## src/design/ps2a_pkg.sv

```systemverilog
// ============================================================================
// PS/2 scancode translator package
// Shared types, key codes and character tables for the set-1 to ASCII block.
// ============================================================================
package ps2a_pkg;

    localparam int TABLE_LEN = 58;
    localparam int MAX_CHARS = 4;
    localparam int CHAR_W    = 7;
    localparam int CODE_W    = 8;
    localparam int KEY_W     = 7;
    localparam int COUNT_W   = $clog2(MAX_CHARS + 1);
    localparam int POS_W     = $clog2(MAX_CHARS);

    // Prefix code, release bit, and key codes with the release bit removed.
    localparam logic [CODE_W-1:0] PREFIX_CODE = 8'hE0;
    localparam int                BREAK_BIT   = 7;

    localparam logic [KEY_W-1:0] KEY_ESC     = 7'h01;
    localparam logic [KEY_W-1:0] KEY_BKSP    = 7'h0E;
    localparam logic [KEY_W-1:0] KEY_TAB     = 7'h0F;
    localparam logic [KEY_W-1:0] KEY_RETURN  = 7'h1C;
    localparam logic [KEY_W-1:0] KEY_CTRL_L  = 7'h1D;
    localparam logic [KEY_W-1:0] KEY_SHIFT_L = 7'h2A;
    localparam logic [KEY_W-1:0] KEY_SHIFT_R = 7'h36;
    localparam logic [KEY_W-1:0] KEY_CAPS    = 7'h3A;
    localparam logic [KEY_W-1:0] KEY_HOME    = 7'h47;
    localparam logic [KEY_W-1:0] KEY_UP      = 7'h48;
    localparam logic [KEY_W-1:0] KEY_LEFT    = 7'h4B;
    localparam logic [KEY_W-1:0] KEY_RIGHT   = 7'h4D;
    localparam logic [KEY_W-1:0] KEY_END     = 7'h4F;
    localparam logic [KEY_W-1:0] KEY_DOWN    = 7'h50;
    localparam logic [KEY_W-1:0] KEY_DEL     = 7'h53;

    localparam logic [CHAR_W-1:0] CH_ESC   = 7'h1B;
    localparam logic [CHAR_W-1:0] CH_BS    = 7'h08;
    localparam logic [CHAR_W-1:0] CH_LF    = 7'h0A;
    localparam logic [CHAR_W-1:0] CH_HT    = 7'h09;
    localparam logic [CHAR_W-1:0] CH_LBRK  = 7'h5B;
    localparam logic [CHAR_W-1:0] CH_A     = 7'h41;
    localparam logic [CHAR_W-1:0] CH_B     = 7'h42;
    localparam logic [CHAR_W-1:0] CH_C     = 7'h43;
    localparam logic [CHAR_W-1:0] CH_D     = 7'h44;
    localparam logic [CHAR_W-1:0] CH_F     = 7'h46;
    localparam logic [CHAR_W-1:0] CH_H     = 7'h48;
    localparam logic [CHAR_W-1:0] CH_3     = 7'h33;
    localparam logic [CHAR_W-1:0] CH_TILDE = 7'h7E;
    localparam logic [CHAR_W-1:0] CH_LOW_A = 7'h61;
    localparam logic [CHAR_W-1:0] CH_LOW_Z = 7'h7A;

    localparam logic [CHAR_W-1:0] LOW_TAB [TABLE_LEN] = '{
        7'h00, 7'h00, 7'h31, 7'h32, 7'h33, 7'h34, 7'h35, 7'h36, 7'h37, 7'h38,
        7'h39, 7'h30, 7'h2D, 7'h3D, 7'h08, 7'h09, 7'h71, 7'h77, 7'h65, 7'h72,
        7'h74, 7'h79, 7'h75, 7'h69, 7'h6F, 7'h70, 7'h5B, 7'h5D, 7'h0A, 7'h00,
        7'h61, 7'h73, 7'h64, 7'h66, 7'h67, 7'h68, 7'h6A, 7'h6B, 7'h6C, 7'h3B,
        7'h27, 7'h60, 7'h00, 7'h5C, 7'h7A, 7'h78, 7'h63, 7'h76, 7'h62, 7'h6E,
        7'h6D, 7'h2C, 7'h2E, 7'h2F, 7'h00, 7'h2A, 7'h00, 7'h20
    };

    localparam logic [CHAR_W-1:0] UP_TAB [TABLE_LEN] = '{
        7'h00, 7'h00, 7'h21, 7'h40, 7'h23, 7'h24, 7'h25, 7'h5E, 7'h26, 7'h2A,
        7'h28, 7'h29, 7'h5F, 7'h2B, 7'h08, 7'h09, 7'h51, 7'h57, 7'h45, 7'h52,
        7'h54, 7'h59, 7'h55, 7'h49, 7'h4F, 7'h50, 7'h7B, 7'h7D, 7'h0A, 7'h00,
        7'h41, 7'h53, 7'h44, 7'h46, 7'h47, 7'h48, 7'h4A, 7'h4B, 7'h4C, 7'h3A,
        7'h22, 7'h7E, 7'h00, 7'h7C, 7'h5A, 7'h58, 7'h43, 7'h56, 7'h42, 7'h4E,
        7'h4D, 7'h3C, 7'h3E, 7'h3F, 7'h00, 7'h2A, 7'h00, 7'h20
    };

    typedef struct packed {
        logic [MAX_CHARS-1:0][CHAR_W-1:0] chars;
        logic [COUNT_W-1:0]               count;
    } seq_t;

endpackage

```

## src/design/ps2_scancode_to_ascii.sv

```systemverilog
// ============================================================================
// PS/2 set-1 scancode to ASCII translator
// Turns raw scancode bytes into ASCII characters and cursor escape sequences.
// ============================================================================
// Each slave beat carries one raw set-1 scancode byte. Each master beat
// carries one ASCII character; tlast marks the final character that a
// scancode causes. Prefix bytes, releases, modifier keys and keys with no
// character cause no master beat at all.
// A scancode is registered in the input register, decoded against the
// shift, ctrl, caps lock and prefix flags, and loaded into the emitter,
// whose register offers the first character on the master side.
// The emitter sends one character per cycle while the receiver is ready.
// A scancode that gives no character leaves the input register without
// waiting for the emitter. A new scancode is taken every cycle while the
// emitter keeps pace.
// Reset clears all flags and empties both the input register and the
// emitter. When the receiver stalls, the emitter holds its character; a scancode
// with characters then waits in the input register and s_axis_tready drops.
// ============================================================================
module ps2_scancode_to_ascii
(
    input  logic       clk,
    input  logic       rst_n,
    input  logic       s_axis_tvalid,
    output logic       s_axis_tready,
    input  logic [7:0] s_axis_tdata,   // [7:0] scancode
    output logic       m_axis_tvalid,
    input  logic       m_axis_tready,
    output logic [7:0] m_axis_tdata,   // [6:0] char_code, [7] zero fill
    output logic       m_axis_tlast    // last_char
);

    logic                        in_valid_reg;
    logic [ps2a_pkg::CODE_W-1:0] in_code_reg;
    logic                        advance;
    logic                        emit_free;
    ps2a_pkg::seq_t              seq;
    logic [ps2a_pkg::CHAR_W-1:0] char_code;

    assign advance       = in_valid_reg && ((seq.count == '0) || emit_free);
    assign s_axis_tready = !in_valid_reg || advance;
    assign m_axis_tdata  = {1'b0, char_code};

    always_ff @(posedge clk or negedge rst_n)
    begin
        if (!rst_n)
        begin
            in_valid_reg <= 1'b0;
        end
        else if (s_axis_tready)
        begin
            in_valid_reg <= s_axis_tvalid;
        end
    end

    always_ff @(posedge clk)
    begin
        if (s_axis_tvalid && s_axis_tready)
        begin
            in_code_reg <= s_axis_tdata;
        end
    end

    ps2a_decode u_decode
    (
        .clk     (clk),
        .rst_n   (rst_n),
        .code    (in_code_reg),
        .advance (advance),
        .seq     (seq)
    );

    ps2a_emit u_emit
    (
        .clk       (clk),
        .rst_n     (rst_n),
        .load      (advance),
        .seq       (seq),
        .free      (emit_free),
        .tvalid    (m_axis_tvalid),
        .tready    (m_axis_tready),
        .char_code (char_code),
        .last_char (m_axis_tlast)
    );

endmodule

```

## src/design/ps2a_decode.sv

```systemverilog
// ============================================================================
// Scancode decoder
// Holds the modifier and prefix flags and turns one scancode into a
// sequence of zero to four characters.
// ============================================================================
module ps2a_decode
(
    input  logic                        clk,
    input  logic                        rst_n,
    input  logic [ps2a_pkg::CODE_W-1:0] code,
    input  logic                        advance,
    output ps2a_pkg::seq_t              seq
);

    logic shift_reg, shift_next;
    logic ctrl_reg, ctrl_next;
    logic caps_reg, caps_next;
    logic prefix_reg, prefix_next;

    logic [ps2a_pkg::KEY_W-1:0]  key;
    logic                        in_table;
    logic [5:0]                  tab_idx;
    logic [ps2a_pkg::CHAR_W-1:0] low_char;
    logic [ps2a_pkg::CHAR_W-1:0] up_char;
    logic [ps2a_pkg::CHAR_W-1:0] tab_char;
    logic                        letter;
    logic                        upper_sel;

    assign key      = code[ps2a_pkg::KEY_W-1:0];
    assign in_table = (code < 8'(ps2a_pkg::TABLE_LEN));
    assign tab_idx  = code[5:0];

    always_comb
    begin
        low_char = '0;
        up_char  = '0;
        if (in_table)
        begin
            low_char = ps2a_pkg::LOW_TAB[tab_idx];
            up_char  = ps2a_pkg::UP_TAB[tab_idx];
        end
    end

    assign letter    = (low_char >= ps2a_pkg::CH_LOW_A) && (low_char <= ps2a_pkg::CH_LOW_Z);
    assign upper_sel = shift_reg ^ (caps_reg & letter);
    assign tab_char  = upper_sel ? up_char : low_char;

    always_comb
    begin
        shift_next  = shift_reg;
        ctrl_next   = ctrl_reg;
        caps_next   = caps_reg;
        prefix_next = prefix_reg;
        seq         = '0;

        if (code == ps2a_pkg::PREFIX_CODE)
        begin
            prefix_next = 1'b1;
        end
        else if (prefix_reg)
        begin
            prefix_next = 1'b0;
            if (!code[ps2a_pkg::BREAK_BIT])
            begin
                seq.chars[0] = ps2a_pkg::CH_ESC;
                seq.chars[1] = ps2a_pkg::CH_LBRK;
                unique case (key)
                    ps2a_pkg::KEY_UP:
                    begin
                        seq.chars[2] = ps2a_pkg::CH_A;
                        seq.count    = 3'd3;
                    end
                    ps2a_pkg::KEY_DOWN:
                    begin
                        seq.chars[2] = ps2a_pkg::CH_B;
                        seq.count    = 3'd3;
                    end
                    ps2a_pkg::KEY_RIGHT:
                    begin
                        seq.chars[2] = ps2a_pkg::CH_C;
                        seq.count    = 3'd3;
                    end
                    ps2a_pkg::KEY_LEFT:
                    begin
                        seq.chars[2] = ps2a_pkg::CH_D;
                        seq.count    = 3'd3;
                    end
                    ps2a_pkg::KEY_HOME:
                    begin
                        seq.chars[2] = ps2a_pkg::CH_H;
                        seq.count    = 3'd3;
                    end
                    ps2a_pkg::KEY_END:
                    begin
                        seq.chars[2] = ps2a_pkg::CH_F;
                        seq.count    = 3'd3;
                    end
                    ps2a_pkg::KEY_DEL:
                    begin
                        seq.chars[2] = ps2a_pkg::CH_3;
                        seq.chars[3] = ps2a_pkg::CH_TILDE;
                        seq.count    = 3'd4;
                    end
                    default:
                    begin
                        seq.count = '0;
                    end
                endcase
            end
        end
        else if (code[ps2a_pkg::BREAK_BIT])
        begin
            unique case (key) inside
                ps2a_pkg::KEY_SHIFT_L, ps2a_pkg::KEY_SHIFT_R: shift_next = 1'b0;
                ps2a_pkg::KEY_CTRL_L:                         ctrl_next  = 1'b0;
                default:                                      ;
            endcase
        end
        else
        begin
            unique case (key) inside
                ps2a_pkg::KEY_SHIFT_L, ps2a_pkg::KEY_SHIFT_R: shift_next = 1'b1;
                ps2a_pkg::KEY_CTRL_L:                         ctrl_next  = 1'b1;
                ps2a_pkg::KEY_CAPS:                           caps_next  = !caps_reg;
                ps2a_pkg::KEY_ESC:
                begin
                    seq.chars[0] = ps2a_pkg::CH_ESC;
                    seq.count    = 3'd1;
                end
                ps2a_pkg::KEY_BKSP:
                begin
                    seq.chars[0] = ps2a_pkg::CH_BS;
                    seq.count    = 3'd1;
                end
                ps2a_pkg::KEY_RETURN:
                begin
                    seq.chars[0] = ps2a_pkg::CH_LF;
                    seq.count    = 3'd1;
                end
                ps2a_pkg::KEY_TAB:
                begin
                    seq.chars[0] = ps2a_pkg::CH_HT;
                    seq.count    = 3'd1;
                end
                default:
                begin
                    if (tab_char != '0)
                    begin
                        if (!ctrl_reg)
                        begin
                            seq.chars[0] = tab_char;
                            seq.count    = 3'd1;
                        end
                        else if (letter)
                        begin
                            // A letter's low five bits are its place in the alphabet.
                            seq.chars[0] = {2'b00, tab_char[4:0]};
                            seq.count    = 3'd1;
                        end
                    end
                end
            endcase
        end
    end

    always_ff @(posedge clk or negedge rst_n)
    begin
        if (!rst_n)
        begin
            shift_reg  <= 1'b0;
            ctrl_reg   <= 1'b0;
            caps_reg   <= 1'b0;
            prefix_reg <= 1'b0;
        end
        else if (advance)
        begin
            shift_reg  <= shift_next;
            ctrl_reg   <= ctrl_next;
            caps_reg   <= caps_next;
            prefix_reg <= prefix_next;
        end
    end

endmodule

```

## src/design/ps2a_emit.sv

```systemverilog
// ============================================================================
// Character emitter
// Holds one decoded sequence and sends one beat per cycle while tready is high.
// ============================================================================
module ps2a_emit
(
    input  logic                        clk,
    input  logic                        rst_n,
    input  logic                        load,
    input  ps2a_pkg::seq_t              seq,
    output logic                        free,
    output logic                        tvalid,
    input  logic                        tready,
    output logic [ps2a_pkg::CHAR_W-1:0] char_code,
    output logic                        last_char
);

    logic [ps2a_pkg::MAX_CHARS-1:0][ps2a_pkg::CHAR_W-1:0] chars_reg;
    logic [ps2a_pkg::COUNT_W-1:0]                         len_reg;
    logic [ps2a_pkg::POS_W-1:0]                           pos_reg;
    logic                                                 valid_reg;
    logic                                                 take;

    assign tvalid    = valid_reg;
    assign char_code = chars_reg[pos_reg];
    assign last_char = ((ps2a_pkg::COUNT_W'(pos_reg) + 1'b1) == len_reg);
    assign free      = !valid_reg || (tready && last_char);
    assign take      = load && free && (seq.count != '0);

    always_ff @(posedge clk or negedge rst_n)
    begin
        if (!rst_n)
        begin
            valid_reg <= 1'b0;
            pos_reg   <= '0;
        end
        else if (take)
        begin
            valid_reg <= 1'b1;
            pos_reg   <= '0;
        end
        else if (valid_reg && tready)
        begin
            if (last_char)
            begin
                valid_reg <= 1'b0;
            end
            else
            begin
                pos_reg <= pos_reg + 1'b1;
            end
        end
    end

    always_ff @(posedge clk)
    begin
        if (take)
        begin
            chars_reg <= seq.chars;
            len_reg   <= seq.count;
        end
    end

endmodule

```

## config.mk

```make
export PLATFORM = sky130hd
export DESIGN_NAME = ps2_scancode_to_ascii
export DESIGN_NICKNAME = d
export VERILOG_FILES = /design/src/design/ps2a_pkg.sv /design/src/design/ps2_scancode_to_ascii.sv /design/src/design/ps2a_decode.sv /design/src/design/ps2a_emit.sv
export SDC_FILE = /design/constraint.sdc
export NUM_CORES = 1
export LEC_CHECK = 0
export BUFFER_PORTS_ARGS = -buffer_cell sky130_fd_sc_hd__clkbuf_2
export CORE_MARGIN = 8
export CORE_UTILIZATION = 42
export DETAILED_ROUTE_END_ITERATION = 10
export PLACE_DENSITY = 0.68
export SETUP_SLACK_MARGIN = 0.15
export SYNTH_ARGS = -nofsm -noshare
export SYNTH_HDL_FRONTEND = slang
export SYNTH_SLANG_ARGS = --single-unit
```

## constraint.sdc

```tcl
create_clock -name clk -period 4.92 [get_ports clk]
set_input_delay 0.984 -clock clk [delete_from_list [all_inputs] [get_ports clk]]
set_output_delay 0.984 -clock clk [all_outputs]
set_load 0.05 [all_outputs]
```

# Word-level counts from Yosys, hierarchy flattened

Memory sizes are Yosys's and may differ from the RTL's.
Cells that the tools add are included.

Memories: 2
Register bits: 47
Input bits: 12
Bits in read-only memories: 896
Logic and storage cells: 107

Memories:

| name             | depth | width | read ports | clocked after memory_dff | write ports | RTL line          | RTL |
|---|---|---|---|---|---|---|---|
| (name not given) | 64    | 7     | 1          | 0                        | 0           | ps2a_decode.sv:39 | `low_char = ps2a_pkg::LOW_TAB[tab_idx];` |
| (name not given) | 64    | 7     | 1          | 0                        | 0           | ps2a_decode.sv:40 | `up_char = ps2a_pkg::UP_TAB[tab_idx];` |

Equal/unequal tests: 18
Multiplexer cells: 33
Add/subtract/negate cells: 2
Reduce and logical (&&, ||, !) cells: 28
Magnitude comparators: 5
Bitwise logic cells: 6

Operators with widths:

| cell                                                                  | number |
|---|---|
| 7-bit two-way mux                                                     | 9 |
| 10-bit case mux with 5 select lines                                   | 1 |
| 7-bit == test (second input constant)                                 | 7 |
| 7-bit case mux with 7 select lines                                    | 1 |
| 10-bit two-way mux                                                    | 4 |
| 31-bit two-way mux                                                    | 1 |
| 7-bit by 6-bit == test with 1-bit output (second input constant)      | 3 |
| 7-bit binary-select mux with 2-bit select                             | 1 |
| 7-bit by 4-bit == test with 1-bit output (second input constant)      | 2 |
| 7-bit by 5-bit == test with 1-bit output (second input constant)      | 2 |
| 7-bit >= comparator (second input constant)                           | 2 |
| 1-bit two-way mux                                                     | 10 |
| 8-bit == test (second input constant)                                 | 1 |
| 8-bit by 6-bit < comparator with 1-bit output (second input constant) | 1 |
| 8-bit two-way mux                                                     | 1 |
| 4-bit AND reduction                                                   | 2 |
| 7-bit by 1-bit == test with 1-bit output (second input constant)      | 1 |
| 7-bit less-or-equal comparator (second input constant)                | 1 |
| 1-bit logical AND                                                     | 7 |
| 6-bit NOT with 7-bit output                                           | 1 |
| 7-bit nonzero test                                                    | 1 |
| 2-bit two-way mux                                                     | 3 |
| 3-bit case mux with 2 select lines                                    | 1 |
| 6-bit OR reduction                                                    | 1 |
| 19 further kinds                                                      | 28 |

# Logic depth before layout (Yosys ltp)

Depth in word-level cells: 24
Gate-level depth with buffers: 14
Gate-level depth less buffers: 11

# By module

A second synthesis with hierarchy kept.

Cell total of the unflattened synthesis: 401
Area total of the unflattened synthesis: 3814.9 µm²

By module, submodules not included:

| module                | instances | area each (µm²) | cells an instance |
|---|---|---|---|
| ps2a_decode           | 1         | 2143.3          | 316 |
| ps2a_emit             | 1         | 1343.8          | 67 |
| ps2_scancode_to_ascii | 1         | 327.8           | 18 |

# Worst setup path before layout

Ideal clock, no wire load.

Path kind: flip-flop to output port
Start point: register in_code_reg[1] in the netlist's numbering
End point: output s_axis_tready
Required time: 3936 ps
Cell stages (with the launch flop): 13
Arrival: 3584 ps
Path buffers: 1
Slack: 352 ps
Path through: edfxtp_1 -> buf_2 -> inv_1 -> ha_1 -> clkinv_1 -> mux4_2 -> a211oi_4 -> o221ai_1 -> or3_4 -> a21boi_1 -> nor4_1 -> o21ai_1 -> or2_1

Longest elaborated chain between the ends: 20
Elaborated cells on any way between the ends: 48
Classes of those cells: order compare: 3; eq/ne: 16; mux: 16; bitwise: 3; reduce/logical: 8; memory: 2

RTL lines:

| element                                                               | RTL line                             | RTL |
|---|---|---|
| from (decl)                                                           | ps2_scancode_to_ascii.sv:34          | `logic [ps2a_pkg::CODE_W-1:0] in_code_reg;` |
| from (signal assigned)                                                | ps2_scancode_to_ascii.sv:60          | `in_code_reg <= s_axis_tdata;` |
| 6-bit NOT with 7-bit output (implied by the code)                     | ps2a_decode.sv:39, ps2a_decode.sv:40 |  |
| memory 64 x 7 bit                                                     | --                                   |  |
| 7-bit two-way mux (implied by the code) (2 in a row)                  | ps2a_decode.sv:39                    |  |
| 7-bit two-way mux                                                     | ps2a_decode.sv:37                    | `if (in_table)` |
| 7-bit >= comparator or 7-bit less-or-equal comparator (tied branches) | ps2a_decode.sv:44                    | `assign letter = (low_char >= ps2a_pkg::CH_LOW_A) && (low_char <= ps2a_pkg::CH_LOW_Z);` |
| 1-bit logical AND                                                     | ps2a_decode.sv:44                    |  |
| 1-bit bitwise AND                                                     | ps2a_decode.sv:45                    | `assign upper_sel = shift_reg ^ (caps_reg & letter);` |
| 1-bit bitwise XOR                                                     | ps2a_decode.sv:45                    |  |
| [3 not listed]                                                        | --                                   |  |
| 10-bit case mux with 5 select lines                                   | ps2a_decode.sv:121                   | `unique case (key) inside` |
| 10-bit two-way mux                                                    | ps2a_decode.sv:111                   | `else if (code[ps2a_pkg::BREAK_BIT])` |
| 10-bit two-way mux                                                    | ps2a_decode.sv:60                    | `else if (prefix_reg)` |
| 3-bit two-way mux (*)                                                 | ps2a_decode.sv:56                    | `if (code == ps2a_pkg::PREFIX_CODE)` |
| 3-bit zero test (*)                                                   | ps2_scancode_to_ascii.sv:40          | `assign advance = in_valid_reg && ((seq.count == '0) \|\| emit_free);` |
| 1-bit logical OR (*)                                                  | ps2_scancode_to_ascii.sv:40          |  |
| 1-bit logical AND (*)                                                 | ps2_scancode_to_ascii.sv:40          |  |
| 1-bit logical OR (*)                                                  | ps2_scancode_to_ascii.sv:41          | `assign s_axis_tready = !in_valid_reg \|\| advance;` |
| to (decl)                                                             | ps2_scancode_to_ascii.sv:25          | `output logic s_axis_tready,` |

Mark *: on every way between the ends. The rest lies on a longest branch, timed or not. The select of a mux whose other input is x is not followed.

# Worst setup path in the final report

Same ends and word-level chain as after synthesis.

==> results.yml <==
placement:
  port-buffer-count: 21
  place_congestion: 0.972
  dp_hpwl_mm: 7.31
  placed_area_um2: 3440
  dp_slack_ns: 0.332
  dp_cells: 482
clock_network:
  clk_latency_ns: 0.28
  clock_path_buffers: 2
  clk_pin_slew_ns: 0.07
  cts_tree: "built"
  cts_made_buffers: 5
  clock-sinks: 33
  root_buffer: "clkbuf_8"
  htreeDepth: 2
sta:
  fin_skew_ns: 0.00637
  fin_setup_tns_ns: 0
  worst_pin_slew_ns: 0.771
  relSlewSlack: 0.486
  setup_violations: 0
  period_needed_ns: 4.58
  slew_violations: 0
  fin_crit_sh: 0.930
  rsz0062_at_grt: "false"
  max_freq_mhz: 218
  hold_viol_final: 0
  fin_ws_ns: 0.342
global_routing:
  antenna_found_initial: 0
  grt_max_degree: 46
  grt_overflow_total: 0
  grt_usage: 0.175
  grt_pass1_vias: 2989
  grt_pass1_wl_mm: 15.6
layout:
  n_antenna_cell: 0
  design_area_um2: 3580
  largest_reg_flops: 14
  syn_to_final_growth_pct: 9.58
  drive_gt1_frac: 0.164
  fillCellCount: 739
  stdcell_count: 492
  nets: 416
yosys:
  syn_inst: 379
  synth.most_common_cell: "edfxtp_1"
  synth_top_area_share: 0.230
  avgSynthCellArea_um2: 8.61
  syn_nets: 406
  syn-cell-area_um2: 3260
  synth-edff-count: 25
  ys.flop_type: "edfxtp_1"
  synth.top_cells.by_area: "edfxtp_1 (23%), dfrtp_1 (6.1%), ha_1 (5.7%)"
  ys_types: 82
  async_reset_ff_frac: 0.242
  synth_common_cells: "edfxtp_1 (25), a21oi_1 (24), o21ai_0 (24), nand2_1 (23), nor2_1 (16)"
  ys_seq_elements: 33
  synth_top_area_cell: "edfxtp_1"
  ys_warn_count: 0
  yosysSeqAreaShare: 0.291
critical_path:
  critPathCaptureType: "output port"
  criticalPathCategory: "reg2out"
  critPathArrivalTime_ns: 3.59
  critPathMaxFanout: 18
  crit_path_start_kind: "flip-flop"
  critPathRequiredTime_ns: 3.94
floorplan:
  start_util: 0.427
  ios: 23
  rows: 32
  dieHeight_um: 104
  dieArea_um2: 10800
  die_w_um: 104
  core-area_um2: 7650
detailed_routing:
  wire_per_inst_um: 19.6
  dr.pass1.iters: 5
  vias_per_cell: 6.21
  num_vias: 3053
  drc: 0
  ant_nets: 0
  drtIter0Drc: 281
  route.final.wire_length_mm: 9.63
flow_run:
  drv_cap: 0
run_status:
  status: "complete, no violations"
power_and_ir_drop:
  power_density_nw_per_um2: 306
  ir_worst_vdd_mv: 0.166
  leakage_nw: 1.34
hold_path:
  holdCritPathClass: "reg2reg"
report_power, final:
part           switching (W)  leakage (nW)  internal (W)
registers          0.0000515         0.315      0.000323
logic               0.000316         0.973      0.000157
clock network      0.0000979        0.0528      0.000149
placed cells by master, fill, tap and decap left out, types with 13 or more instances in the layout:
cell,n
a21oi_1,24
clkbuf_2,20
edfxtp_1,25
mux2i_1,15
nand2_1,23
nand2b_1,13
nand3_1,13
nor2_1,16
nor2b_1,13
o21ai_0,24
cell type report:
class                      count  area, µm²  area share
multi-input combinational    301       2120       0.591
sequential                    33        951       0.266
timing repair buffer          33        220      0.0616
tap                          102        128      0.0357
clock buffer                   6       72.6      0.0203
inverter                      15       56.3      0.0157
clock inverter                 2       33.8     0.00944
routing by layer:
metal  wire length, µm  GRT usage  vias up
li1                  -          -     1450
met1              4080      0.222     1456
met2              4610      0.291      135
met3               805     0.0483       12
met4               146     0.0331        0
met5                 0          0        -
cells by family after synthesis:
family | Yosys count | share of synthesized area
simple gates | 137 | 0.236
compound gates | 124 | 0.269
buf+inv | 45 | 0.0659
flops | 33 | 0.291
mux | 20 | 0.0678
fa+ha+maj | 15 | 0.0575
xor+xnor | 4 | 0.0107
other cells | 1 | 0.00115
what timing repair did:
item                                    4_1_cts  5_1_grt
pin swaps                                     0        1
buffers inserted                              0        2
hold buffers                                  0        0
endpoints found under the hold margin         0        0
gates cloned                                  0        0
endpoints found under the setup margin        1        1
resized for setup                             3        4
critical path: stages, from the launching register on:
cell and delay, ns:
edfxtp_1 0.36, buf_4 0.25, ha_2 0.32, inv_2 0.05
mux4_2 0.51, a211oi_4 0.34, nor2_1 0.09, a311oi_2 0.36
a21boi_2 0.14, nor4_2 0.32, o21ai_1 0.15, or2_1 0.23
buf_2 0.21
per-stage QoR:
stage	hold WS, ns	total power, W	util
detailed placement	0.511	0.000849	0.450
global placement	0.496	0.000846	0.450
finish	0.514	0.00110	0.468
CTS	0.524	0.00110	0.465
global route	0.536	0.00115	0.468
floorplan	0.469	0.000743	-
final timing paths:
kind | startpoint | endpoint | slack, ns | cells after the start
max | in_code_reg[1] | s_axis_tready | 0.34 | 12
min | u_decode.shift_reg | u_decode.shift_reg | 0.51 | 2
max reg2reg | in_code_reg[1] | in_code_reg[2] | 1.11 | 12
min reg2reg | u_decode.shift_reg | u_decode.shift_reg | 0.51 | 2
max in group asynchronous | rst_n | u_decode.prefix_reg | 4.21 | 1
min in group asynchronous | rst_n | u_emit.pos_reg[1] | 0.53 | 1
Power figures use the tool's default switching activity.
